### config.mk
export PLATFORM = sky130hd
export DESIGN_NAME = lifo_stack_with_queries
export DESIGN_NICKNAME = d
export VERILOG_FILES = /design/src/sv/lsq_pkg.sv /design/src/sv/lsq_ram.sv /design/src/sv/lsq_scan.sv /design/src/sv/lifo_stack_with_queries.sv
export SDC_FILE = /design/constraint.sdc
export NUM_CORES = 2
export LEC_CHECK = 0
export ABC_AREA = 0
export BUFFER_PORTS_ARGS = -buffer_cell sky130_fd_sc_hd__buf_2
export CELL_PAD_IN_SITES_DETAIL_PLACEMENT = 1
export CELL_PAD_IN_SITES_GLOBAL_PLACEMENT = 1
export CORE_MARGIN = 1.5
export CORE_UTILIZATION = 35
export CTS_CLUSTER_SIZE = 24
export DETAILED_ROUTE_END_ITERATION = 10
export PLACE_DENSITY = 0.64
export SLEW_MARGIN = 0
export SYNTH_ARGS = -nofsm -noshare
export SYNTH_HDL_FRONTEND = slang
export SYNTH_SLANG_ARGS = --single-unit
### constraint.sdc
create_clock -name clock -period 5.7 [get_ports clock]
set_clock_uncertainty 0.1 [all_clocks]
set_input_delay 0.57 -clock clock [delete_from_list [all_inputs] [get_ports clock]]
set_output_delay 0.57 -clock clock [all_outputs]
set_load 0.05 [all_outputs]
### src/sv/lsq_pkg.sv
// ----------------------------------------------------------------------------
// lsq_pkg
// Shared types and constants for the LIFO stack with search queries.
// ----------------------------------------------------------------------------
package lsq_pkg;

   // default sizing, handed down as top-level parameters
   localparam int DEF_STACK_DEPTH = 64;
   localparam int DEF_WORD_WIDTH  = 32;

   // fixed field widths on the stream ports
   localparam int DATA_W = 32;   // value / popped_value
   localparam int CMD_W  = 2;
   localparam int STAT_W = 2;

   typedef enum logic [CMD_W-1:0] {
      CMD_PUSH  = 2'd0,
      CMD_POP   = 2'd1,
      CMD_FIND  = 2'd2,
      CMD_ABOVE = 2'd3
   } cmd_type;

   typedef enum logic [STAT_W-1:0] {
      STAT_OK        = 2'd0,
      STAT_POP_EMPTY = 2'd1,
      STAT_PUSH_FULL = 2'd2
   } stat_type;

   // sequencer -> compare unit
   typedef struct packed {
      logic valid;      // entry data on the RAM read port is part of a scan
      logic find_mode;  // 1: equality against key, 0: above-mean test
   } scan_req_type;

   // compare unit -> sequencer
   typedef struct packed {
      logic valid;
      logic hit;
   } scan_rsp_type;

endpackage

### src/sv/lsq_ram.sv
// ----------------------------------------------------------------------------
// lsq_ram
// Generic single-write, single-read RAM with registered read data.
// ----------------------------------------------------------------------------
module lsq_ram #(
   parameter int WIDTH = 32,
   parameter int DEPTH = 64,
   localparam int AW = $clog2(DEPTH)
) (
   input  logic             clock,
   input  logic             wr_en,
   input  logic [AW-1:0]    wr_addr,
   input  logic [WIDTH-1:0] wr_data,
   input  logic             rd_en,
   input  logic [AW-1:0]    rd_addr,
   output logic [WIDTH-1:0] rd_data
);

   logic [WIDTH-1:0] mem_ff [DEPTH];
   logic [WIDTH-1:0] rd_data_ff;

   always_ff @(posedge clock) begin
      if (wr_en) begin
         mem_ff[wr_addr] <= wr_data;
      end
      if (rd_en) begin
         rd_data_ff <= mem_ff[rd_addr];
      end
   end

   assign rd_data = rd_data_ff;

endmodule

### src/sv/lsq_scan.sv
// ----------------------------------------------------------------------------
// lsq_scan
// Shared compare unit used by find and count-above-mean scans.
// Stage 1 registers key match and entry*count; sum compare is combinational.
// ----------------------------------------------------------------------------
module lsq_scan #(
   parameter int WORD_WIDTH = lsq_pkg::DEF_WORD_WIDTH,
   parameter int CNT_W      = 7,
   parameter int SUM_W      = 38
) (
   input  logic                        clock,
   input  logic                        reset,
   input  lsq_pkg::scan_req_type       scan_req,
   input  logic signed [WORD_WIDTH-1:0] entry,
   input  logic signed [WORD_WIDTH-1:0] key,
   input  logic [CNT_W-1:0]            count,
   input  logic signed [SUM_W-1:0]     sum,
   output lsq_pkg::scan_rsp_type       scan_rsp
);

   localparam int PROD_W = WORD_WIDTH + CNT_W + 1;

   logic                     valid_ff;
   logic                     mode_ff;
   logic                     eq_ff;
   logic signed [PROD_W-1:0] prod_ff;
   logic signed [PROD_W-1:0] prod_in;
   logic signed [CNT_W:0]    count_s;

   assign count_s = $signed({1'b0, count});
   assign prod_in = PROD_W'(entry) * PROD_W'(count_s);

   always_ff @(posedge clock) begin
      if (reset) begin
         valid_ff <= 1'b0;
      end else begin
         valid_ff <= scan_req.valid;
      end
      mode_ff <= scan_req.find_mode;
      eq_ff   <= (entry == key);
      prod_ff <= prod_in;
   end

   always_comb begin
      scan_rsp.valid = valid_ff;
      scan_rsp.hit   = mode_ff ? eq_ff : (prod_ff > PROD_W'(sum));
   end

endmodule

### src/sv/lifo_stack_with_queries.sv
// ----------------------------------------------------------------------------
// lifo_stack_with_queries
// Push and failing pop go from accept to S_FIN; pop passes S_POP (RAM read) first.
// Find/count-above-mean walk the stack one entry per cycle through one shared
// compare/multiply unit, via S_SCAN and S_DRAIN (empty stack: straight to S_FIN).
// One transaction at a time; req_tready returns with rsp_tvalid, once S_FIN
// has loaded the result into the output register.
// Synchronous active-high reset empties the stack and zeroes the running sum.
// ----------------------------------------------------------------------------
module lifo_stack_with_queries #(
   parameter int STACK_DEPTH = lsq_pkg::DEF_STACK_DEPTH,
   parameter int WORD_WIDTH  = lsq_pkg::DEF_WORD_WIDTH,
   localparam int CNT_W       = $clog2(STACK_DEPTH + 1),
   localparam int RSP_BITS    = lsq_pkg::DATA_W + 3 * CNT_W,
   localparam int RSP_TDATA_W = ((RSP_BITS + 7) / 8) * 8
) (
   input  logic                        clock,
   input  logic                        reset,
   // request channel
   input  logic                        req_tvalid,
   output logic                        req_tready,
   input  logic [lsq_pkg::DATA_W-1:0]  req_tdata,   // [31:0] value
   input  logic [lsq_pkg::CMD_W-1:0]   req_tuser,   // [1:0] command
   // response channel
   output logic                        rsp_tvalid,
   input  logic                        rsp_tready,
   output logic [RSP_TDATA_W-1:0]      rsp_tdata,   // popped_value, found_position,
                                                    // above_mean_count, occupancy,
                                                    // zero pad (low to high)
   output logic [lsq_pkg::STAT_W-1:0]  rsp_tuser    // [1:0] status
);

   localparam int AW    = $clog2(STACK_DEPTH);
   localparam int SUM_W = WORD_WIDTH + $clog2(STACK_DEPTH);
   localparam int PAD_W = RSP_TDATA_W - RSP_BITS;

   // sequencer states, one-hot
   typedef enum logic [4:0] {
      S_IDLE  = 5'b00001,
      S_POP   = 5'b00010,   // RAM read data for pop is valid
      S_SCAN  = 5'b00100,   // issuing one RAM read per cycle
      S_DRAIN = 5'b01000,   // waiting for the compare pipeline to empty
      S_FIN   = 5'b10000    // load result into output register
   } state_type;

   state_type state_ff, state_in;

   // stack state
   logic [CNT_W-1:0]             top_ff, top_in;
   logic signed [SUM_W-1:0]      sum_ff, sum_in;

   // command in progress
   lsq_pkg::cmd_type             cmd_ff, cmd_in;
   logic signed [WORD_WIDTH-1:0] key_ff, key_in;
   logic [CNT_W-1:0]             idx_ff, idx_in;    // reads issued
   logic [CNT_W-1:0]             ret_ff, ret_in;    // compare results seen
   logic                         scan_rd_ff;        // RAM data belongs to a scan
   logic [CNT_W-1:0]             found_ff, found_in;
   logic [CNT_W-1:0]             above_ff, above_in;
   logic signed [WORD_WIDTH-1:0] popv_ff, popv_in;
   lsq_pkg::stat_type            stat_ff, stat_in;

   // output register
   logic                         rsp_valid_ff, rsp_valid_in;
   logic [lsq_pkg::DATA_W-1:0]   rsp_popped_ff;
   logic [CNT_W-1:0]             rsp_found_ff;
   logic [CNT_W-1:0]             rsp_above_ff;
   logic [CNT_W-1:0]             rsp_occ_ff;
   lsq_pkg::stat_type            rsp_stat_ff;
   logic                         rsp_load;

   // request decode
   logic                         req_acc;
   lsq_pkg::cmd_type             req_cmd;
   logic signed [WORD_WIDTH-1:0] req_val;
   logic                         is_empty;
   logic                         is_full;

   // RAM and compare unit hookup
   logic                         ram_we;
   logic                         ram_re;
   logic [CNT_W-1:0]             rd_ptr;
   logic signed [WORD_WIDTH-1:0] ram_rdata;
   lsq_pkg::scan_req_type        scan_req;
   lsq_pkg::scan_rsp_type        scan_rsp;

   assign req_tready = (state_ff == S_IDLE);
   assign req_acc    = req_tvalid && req_tready;
   assign req_cmd    = lsq_pkg::cmd_type'(req_tuser);
   assign req_val    = req_tdata[WORD_WIDTH-1:0];
   assign is_empty   = (top_ff == '0);
   assign is_full    = (top_ff == CNT_W'(STACK_DEPTH));

   // output register is free when empty or being drained this cycle
   assign rsp_load = (state_ff == S_FIN) && (!rsp_valid_ff || rsp_tready);

   // read pointer: top entry for pop, walking down from the top for a scan
   assign rd_ptr = top_ff - CNT_W'(1) - ((state_ff == S_SCAN) ? idx_ff : '0);
   assign ram_we = req_acc && (req_cmd == lsq_pkg::CMD_PUSH) && !is_full;
   assign ram_re = (req_acc && (req_cmd == lsq_pkg::CMD_POP) && !is_empty) ||
                   (state_ff == S_SCAN);

   lsq_ram #(
      .WIDTH (WORD_WIDTH),
      .DEPTH (STACK_DEPTH)
   ) u_ram (
      .clock   (clock),
      .wr_en   (ram_we),
      .wr_addr (top_ff[AW-1:0]),
      .wr_data (req_val),
      .rd_en   (ram_re),
      .rd_addr (rd_ptr[AW-1:0]),
      .rd_data (ram_rdata)
   );

   always_comb begin
      scan_req.valid     = scan_rd_ff;
      scan_req.find_mode = (cmd_ff == lsq_pkg::CMD_FIND);
   end

   lsq_scan #(
      .WORD_WIDTH (WORD_WIDTH),
      .CNT_W      (CNT_W),
      .SUM_W      (SUM_W)
   ) u_scan (
      .clock    (clock),
      .reset    (reset),
      .scan_req (scan_req),
      .entry    (ram_rdata),
      .key      (key_ff),
      .count    (top_ff),
      .sum      (sum_ff),
      .scan_rsp (scan_rsp)
   );

   // sequencer
   always_comb begin
      state_in = state_ff;
      top_in   = top_ff;
      sum_in   = sum_ff;
      cmd_in   = cmd_ff;
      key_in   = key_ff;
      idx_in   = idx_ff;
      ret_in   = ret_ff;
      found_in = found_ff;
      above_in = above_ff;
      popv_in  = popv_ff;
      stat_in  = stat_ff;

      // compare results arrive in read order: the n-th one is position n
      if (scan_rsp.valid) begin
         ret_in = ret_ff + CNT_W'(1);
         if (scan_rsp.hit) begin
            if (cmd_ff == lsq_pkg::CMD_FIND) begin
               if (found_ff == '0) begin
                  found_in = ret_ff + CNT_W'(1);
               end
            end else begin
               above_in = above_ff + CNT_W'(1);
            end
         end
      end

      unique case (state_ff)
         S_IDLE: begin
            if (req_acc) begin
               cmd_in   = req_cmd;
               key_in   = req_val;
               idx_in   = '0;
               ret_in   = '0;
               found_in = '0;
               above_in = '0;
               popv_in  = '0;
               stat_in  = lsq_pkg::STAT_OK;
               state_in = S_FIN;
               unique case (req_cmd) inside
                  lsq_pkg::CMD_PUSH: begin
                     if (is_full) begin
                        stat_in = lsq_pkg::STAT_PUSH_FULL;
                     end else begin
                        top_in = top_ff + CNT_W'(1);
                        sum_in = sum_ff + SUM_W'(req_val);
                     end
                  end
                  lsq_pkg::CMD_POP: begin
                     if (is_empty) begin
                        stat_in = lsq_pkg::STAT_POP_EMPTY;
                     end else begin
                        top_in   = top_ff - CNT_W'(1);
                        state_in = S_POP;
                     end
                  end
                  lsq_pkg::CMD_FIND, lsq_pkg::CMD_ABOVE: begin
                     if (!is_empty) begin
                        state_in = S_SCAN;
                     end
                  end
                  default: begin
                     state_in = S_FIN;
                  end
               endcase
            end
         end
         S_POP: begin
            popv_in  = ram_rdata;
            sum_in   = sum_ff - SUM_W'(ram_rdata);
            state_in = S_FIN;
         end
         S_SCAN: begin
            idx_in = idx_ff + CNT_W'(1);
            if (idx_ff == top_ff - CNT_W'(1)) begin
               state_in = S_DRAIN;
            end
         end
         S_DRAIN: begin
            if (!scan_rd_ff && !scan_rsp.valid) begin
               state_in = S_FIN;
            end
         end
         S_FIN: begin
            if (rsp_load) begin
               state_in = S_IDLE;
            end
         end
         default: begin
            state_in = S_IDLE;
         end
      endcase
   end

   always_comb begin
      rsp_valid_in = rsp_valid_ff;
      if (rsp_load) begin
         rsp_valid_in = 1'b1;
      end else if (rsp_tready) begin
         rsp_valid_in = 1'b0;
      end
   end

   always_ff @(posedge clock) begin
      if (reset) begin
         state_ff     <= S_IDLE;
         top_ff       <= '0;
         sum_ff       <= '0;
         scan_rd_ff   <= 1'b0;
         rsp_valid_ff <= 1'b0;
      end else begin
         state_ff     <= state_in;
         top_ff       <= top_in;
         sum_ff       <= sum_in;
         scan_rd_ff   <= (state_ff == S_SCAN);
         rsp_valid_ff <= rsp_valid_in;
      end
      cmd_ff   <= cmd_in;
      key_ff   <= key_in;
      idx_ff   <= idx_in;
      ret_ff   <= ret_in;
      found_ff <= found_in;
      above_ff <= above_in;
      popv_ff  <= popv_in;
      stat_ff  <= stat_in;
      if (rsp_load) begin
         rsp_popped_ff <= lsq_pkg::DATA_W'(popv_ff);
         rsp_found_ff  <= found_ff;
         rsp_above_ff  <= above_ff;
         rsp_occ_ff    <= top_ff;
         rsp_stat_ff   <= stat_ff;
      end
   end

   assign rsp_tvalid = rsp_valid_ff;
   assign rsp_tdata  = {PAD_W'(0), rsp_occ_ff, rsp_above_ff, rsp_found_ff, rsp_popped_ff};
   assign rsp_tuser  = rsp_stat_ff;

   // ------------------------------------------------------------------------
   // assertions
   // ------------------------------------------------------------------------
   a_top_bound: assert property (@(posedge clock) disable iff (reset)
      top_ff <= CNT_W'(STACK_DEPTH))
      else $error("stack occupancy beyond depth");

   // pop lowers the count at accept and the sum in S_POP, the state that follows
   a_empty_sum: assert property (@(posedge clock) disable iff (reset)
      ((top_ff == '0) && (state_ff != S_POP)) |-> (sum_ff == '0))
      else $error("running sum nonzero on empty stack");

   a_push_grows: assert property (@(posedge clock) disable iff (reset)
      (req_acc && (req_cmd == lsq_pkg::CMD_PUSH) && !is_full)
         |=> (top_ff == $past(top_ff) + CNT_W'(1)))
      else $error("accepted push did not grow the stack");

   a_found_bound: assert property (@(posedge clock) disable iff (reset)
      rsp_valid_ff |-> (rsp_found_ff <= rsp_occ_ff))
      else $error("found position beyond occupancy");

   a_above_bound: assert property (@(posedge clock) disable iff (reset)
      (rsp_valid_ff && (rsp_occ_ff != '0)) |-> (rsp_above_ff < rsp_occ_ff))
      else $error("every entry counted above the mean");

endmodule

# Word level (Yosys, flattened, before mapping)
# Memory sizes are Yosys's and may differ from the RTL's. A register that Yosys moved wholly into a read port is not among the register bits.
# Cells that the tools add are included.
# classes
n_addsub,8
mul,1
n_lt_le_gt_ge,1
eq_ne,20
muxes,42
reduce_logical,28
# ops
op,count
7-bit two-way mux,17
38-bit two-way mux,3
38-bit case mux with 2 select lines,1
32-bit case mux with 2 select lines,1
40-bit by 38-bit greater-than comparator with 1-bit output,1
32-bit by 8-bit multiplier with 40-bit output,1
38-bit by 32-bit adder with 38-bit output,1
38-bit by 32-bit subtractor with 38-bit output,1
32-bit equality test,1
32-bit two-way mux,1
5-bit two-way mux,6
"7-bit by 1-bit adder with 7-bit output, second input constant",4
7-bit case mux with 2 select lines,2
5-bit case mux with 5 select lines,1
7-bit zero test,2
"2-bit != test, second input constant",5
5-bit case mux with 2 select lines,1
4-bit AND reduction,2
2-bit nonzero test,4
7-bit equality test,1
"7-bit equality test, second input constant",1
1-bit logical AND,7
"7-bit by 1-bit subtractor with 7-bit output, second input constant",1
"2-bit equality test, second input constant",3
18 further kinds,32
# totals
regBits,246
ram_bits,2048
in_bits,38
out_inout_bits,60
elab_cells,123
mem_count,1
# mem_list
memory,words,word_bits,read_ports,rd_clocked_by_memory_dff,wr,line,rtl
u_ram.mem_ff,64,32,1,1,1,lsq_ram.sv:19,logic [WIDTH-1:0] mem_ff [DEPTH];

# Logic depth before layout (Yosys ltp)
# logic_depth
ltp_word,7
ltp_mapped,23
mapped_depth_nobuf,22

# Cells and area by module
# A second synthesis with hierarchy kept.
# unflattened
hier_cells,5545
hier_area_um2,99910.8
# by_module_without_submodules
mod,n_inst,cells_per_inst,area_each_um2,seq_area_each_um2
lsq_ram,1,3324,78835.6,62459.9
lifo_stack_with_queries,1,1049,10655.2,5365.1
lsq_scan,1,1172,10420.0,860.8

# Worst setup path before layout
# OpenSTA, ideal clock, no wires.
# synth_path
path_kind,reg2reg
from,reg top_ff[1]
to,"mem u_ram.mem_ff[16][0], enable pin"
setup_time_ns,0.513
arrival_ns,5.099
required_time_ns,5.087
path_slack_ns,-0.011
stages_incl_launch_ff,9
n_path_buf,1
period_less_slack_ns,5.711
path_cell_list,dfxtp_1 clkbuf_1 inv_1 ha_1 nor3b_1 and2_1 a21boi_0 nand2_1 nor4b_1
# synth_via
elab_chain_len,5
# synth_rtl
element,line,rtl
from (decl),lifo_stack_with_queries.sv:49,"logic [CNT_W-1:0] top_ff, top_in;"
from (signal assigned),lifo_stack_with_queries.sv:249,top_ff <= top_in;
7-bit equality test,lifo_stack_with_queries.sv:92,assign is_full = (top_ff == CNT_W'(STACK_DEPTH));
1-bit zero test,lifo_stack_with_queries.sv:99,assign ram_we = req_acc && (req_cmd == lsq_pkg::CMD_PUSH) && !is_full;
1-bit logical AND,lifo_stack_with_queries.sv:99,
1-bit two-way mux,lsq_ram.sv:23,if (wr_en) begin
1-bit two-way mux (implied by the code),lsq_ram.sv:24,mem_ff[wr_addr] <= wr_data;
to (decl),lsq_ram.sv:19,
# Several ways; a longest one is shown, not always the timed one.

# Final worst setup path
# layout_path
from,reg top_ff[0]
to,reg u_ram.rd_data_ff[28] (netlist: u_ram.rd_data[28]) (read register of u_ram.mem_ff) (data pin)
# layout_via
elab_chain_len,4
word_cells_on_any_way,6
classes_between,2 x add/sub; 4 x reduce/logical
# layout_rtl
element,line,rtl
branches (longest 4 deep; another with 7-bit by 1-bit subtractor with 7-bit output),-,
to (decl),lsq_ram.sv:20,logic [WIDTH-1:0] rd_data_ff;
# Parallel ways; which one is timed is not known.
# A chain may end at the register's enable or synchronous reset.

==> results <==
- STA puts the critical path data required time at 6.18 ns.
- Setup violations remaining at the end of the flow were counted as 0.
- The multi-input gate area in the final layout is 29200 sq um.
- The synthesized netlist occupies a cell area of 99200 sq um.
- The net total in the final layout is 6056.
- Of the post-synthesis cell area, the dominant cell type holds 0.669.
- Timing would allow up to 178 MHz.
- The endpoint class of the critical path is a register.
- The placer's final routability congestion estimate is 0.853.
- The setup slack of the critical path after layout is 0.0699 ns.
- Of all cell types, the one taking the most synthesized area is sky130_fd_sc_hd__edfxtp_1.
- The later pin in the worst-skew pair is clocked with a latency of 0.92 ns.
- The number of buffers on the longest clock path is 4.
- Dividing the detail-routed wire length by the instance count gives 30.4 microns.
- The die height is 535 microns.
- Across the whole layout, storage elements account for 68700 sq um.
- The worst setup path is launched from a register.
- The count of buffers added on input and output ports is 94.
- The number of vias per cell is 5.44.
- The distinct cell type count after synthesis is 78.
- For this design the static power due to leakage is 38.5 nW.
- Across every metal layer, demand over resource in global routing totals 0.204.
- The final critical-path required period is 5.63 ns.
- The tool flagged a number of max-cap violations equal to 0.
- With fillers left out, the area of the finished cells amounts to 116000 sq um.
- In the final layout, the share of cells above drive strength 1 is 0.264.
- The total count of hold-check failures in the final report is 0.
- The number of global-route vias before repair is 55.1k.
- Counting every sink on the clock net gives 2326.
- The kind of cell adding the most delay to the critical path is adder cells.
- The synthesis-to-finish area growth is 16.5%.
- Dividing the final minimum period by the clock period gives 0.988.
- The clock transition at the registers of the reported paths is 0.06 ns.
- The predominant post-synthesis flop cell is sky130_fd_sc_hd__edfxtp_1.
- Power spread over the standard cell area amounts to 428 nW/um^2.
- The worst hold-check path type is in2reg.
- The worst setup slack after placement is -0.380 ns.
- The number of flops mapped to enable cells by yosys is 2210.
- The filler cell count is 27.3k.
- The critical path contains buffers and inverters numbering 4 combined.
- The total I/O pin count is 98.
- The cell count after synthesis is 5237.
- The Yosys step of the flow raised 0 warnings.
- The cell sitting at the root of the clock tree is a sky130_fd_sc_hd__clkbuf_16.
- The final antenna-violating net count is 0.
- Entering global routing, the biggest net connects 70 pins.
- By area the synthesized netlist is led by sky130_fd_sc_hd__edfxtp_1 67%, sky130_fd_sc_hd__mux4_2 15%, sky130_fd_sc_hd__fa_1 3.4%.
- The initial utilization of the core area, before any placement, comes to 0.352.
- The total wirelength of the detailed-routed design is 293000 microns.
- The die covers 287000 sq um.
- Summing over every cut layer, the via total after detailed routing is 52.4k.
- The critical path's largest stage delay is 1.10 ns.
- The category of the most critical setup path is reg2reg.
- The area of the core region is 282000 sq um.
- After global routing the overflow that remains totals 0.
- The die boundary width is 535 microns.
- The initial antenna violation count was 40.
- The slowest stage of the critical path belongs to the cell sky130_fd_sc_hd__fa_4.
- The total count of max-transition violations in the final report is 0.
- The placed standard-cell area is 107000 sq um.
- The signal on the critical path passes through buf_4 > inv_1 > ha_1 > fa_4 > buf_12 > buf_4 > mux4_2 > mux4_2 > mux2i_1 > a21oi_1.
- The number of levels the H-tree was split into is 4.
- The largest fanout of any net on the critical path is 27.
- For the pin with the worst max-slew slack, the measured transition is 1.06 ns.
- The final HPWL from detailed placement is 188000 microns.
- The CTS tree is done.
- In this run the core area contains 195 standard-cell rows.
- After the first detailed-routing iteration, the DRC count stood at 5509.
- The data arrival time of the critical path is 6.11 ns.
- The CTS buffer count is 244.
- The first-pass GRT wire length is 416000 microns.
- The number of storage elements in the synthesis netlist is 2326.
- The run finished with clean final reports.
- Before antenna repair, the detailed router went through 7 iterations.
- The sequential element share of the synthesized area is 0.692.
- IR analysis of the VDD net gives a maximum drop of 316 uV.
- Headroom to the max-slew limit came out at 0.290.
- Averaged over all synthesized cells, the footprint is 18.9 sq um.
- In the synthesized netlist the async set-or-reset flop fraction comes to 0.
- The number of DRC violations after detailed routing is 0.
worst paths after layout:
kind | from | to | slack [ns] | depth (start not counted)
worst max register to register | top_ff[0]$_SDFFE_PP0P_ | u_ram.rd_data[28]$_DFFE_PP_ | 0.07 | 10
worst max-delay path | top_ff[0]$_SDFFE_PP0P_ | u_ram.rd_data[28]$_DFFE_PP_ | 0.07 | 10
worst min-delay path | req_tdata[5] | key_ff[5]$_DFFE_PP_ | 0.07 | 1
worst min register to register | popv_ff[29]$_SDFFCE_PN0P_ | rsp_popped_ff[29]$_DFFE_PP_ | 0.32 | 0
power by group:
part | internal [mW] | switching [mW] | total (mW)
registers | 19.3 | 0.274 | 19.6
clock network | 9.60 | 6.92 | 16.5
logic | 5.44 | 7.96 | 13.4
Yosys cell counts (all sizes together), types with 80 or more instances:
cell	instances
clkbuf	178
dfxtp	116
nand2	138
nor2	159
ha	169
and2	243
mux4	640
xnor2	80
fa	168
edfxtp	2210
inv	273
a21oi	180
metal layers:
| layer | global-route usage | vias up | routed length, microns |
|---|---|---|---|
| li1 | - | 21612 | - |
| met1 | 0.277 | 28523 | 121000 |
| met2 | 0.335 | 1921 | 142000 |
| met3 | 0.0345 | 376 | 21200 |
| met4 | 0.0625 | 4 | 9030 |
| met5 | 0 | - | 27 |
cell families after synthesis:
kind of cell | synth area share
other | 0.0000378
buffers and inverters | 0.0198
DFF | 0.692
AOI/OAI and AO/OA | 0.0270
muxes | 0.149
xor gates and xnor gates | 0.0140
and+or+nand+nor | 0.0426
adders and majority gates | 0.0552
cell usage in the layout (no fill, tap or decap), drive strengths merged, types with 9 or more instances in the layout:
cell / count
and2: 243
nand3: 41
xor2: 78
bufinv: 37
clkinvlp: 17
nor4: 29
edfxtp: 2210
a21o: 53
buf: 439
o21ai: 58
o21a: 25
nand4: 22
a21oi: 180
clkbuf: 281
clkinv: 112
dfxtp: 116
a211oi: 47
ha: 169
xnor2: 80
nor2b: 55
o21bai: 9
nor2: 159
a31oi: 12
or3: 14
mux4: 640
inv: 284
fa: 168
mux2i: 34
and3: 20
nor3: 27
nand2: 138
nand2b: 15
final cells by class:
| cell class | count | share of cell area |
|---|---|---|
| Inverter | 273 | 0.00887 |
| Sequential cell | 2326 | 0.594 |
| Clock buffer | 281 | 0.0543 |
| Timing Repair Buffer | 441 | 0.0316 |
| Multi-Input combinational cell | 2395 | 0.253 |
| Antenna cell | 7 | 0.000152 |
| Clock inverter | 177 | 0.0175 |
| Tap cell | 3743 | 0.0405 |
sequential cells by signal, summed over array words and instances, names as in the netlist, 2 cells and up:
| signal | flops |
|---|---|
| rsp_above_ff | 7 |
| rsp_found_ff | 7 |
| u_scan.prod_ff | 40 |
| rsp_occ_ff | 7 |
| stat_ff | 2 |
| popv_ff | 32 |
| ret_ff | 7 |
| key_ff | 32 |
| u_ram.rd_data | 32 |
| rsp_popped_ff | 32 |
| top_ff | 7 |
| state_ff | 5 |
| above_ff | 7 |
| rsp_tuser | 2 |
| found_ff | 7 |
| sum_ff | 38 |
| cmd_ff | 2 |
| idx_ff | 7 |
| u_ram.mem_ff | 2048 |
metrics by stage:
step,cells,util,hold slack (ns),power [mW],setup TNS (ns)
3_5_place_dp,9164,0.380,0.306,33.3,-1.04
6_report,9643,0.410,0.0655,49.5,0
4_1_cts,9624,0.409,0.00649,49.8,0
5_1_grt,9637,0.410,0.0675,51.0,-0.000616
3_3_place_gp,9164,0.380,0.305,33.2,-0.836
2_1_floorplan,5239,-,0.300,27.2,0
what timing repair did:
action	CTS	global route
gates resized for setup	1	10
endpoints found under the setup margin	2	11
gates cloned	0	0
endpoints found under the hold margin	3	0
hold buffers	2	0
buffers inserted	0	12
No activity file was read; power rests on OpenSTA's default activity.
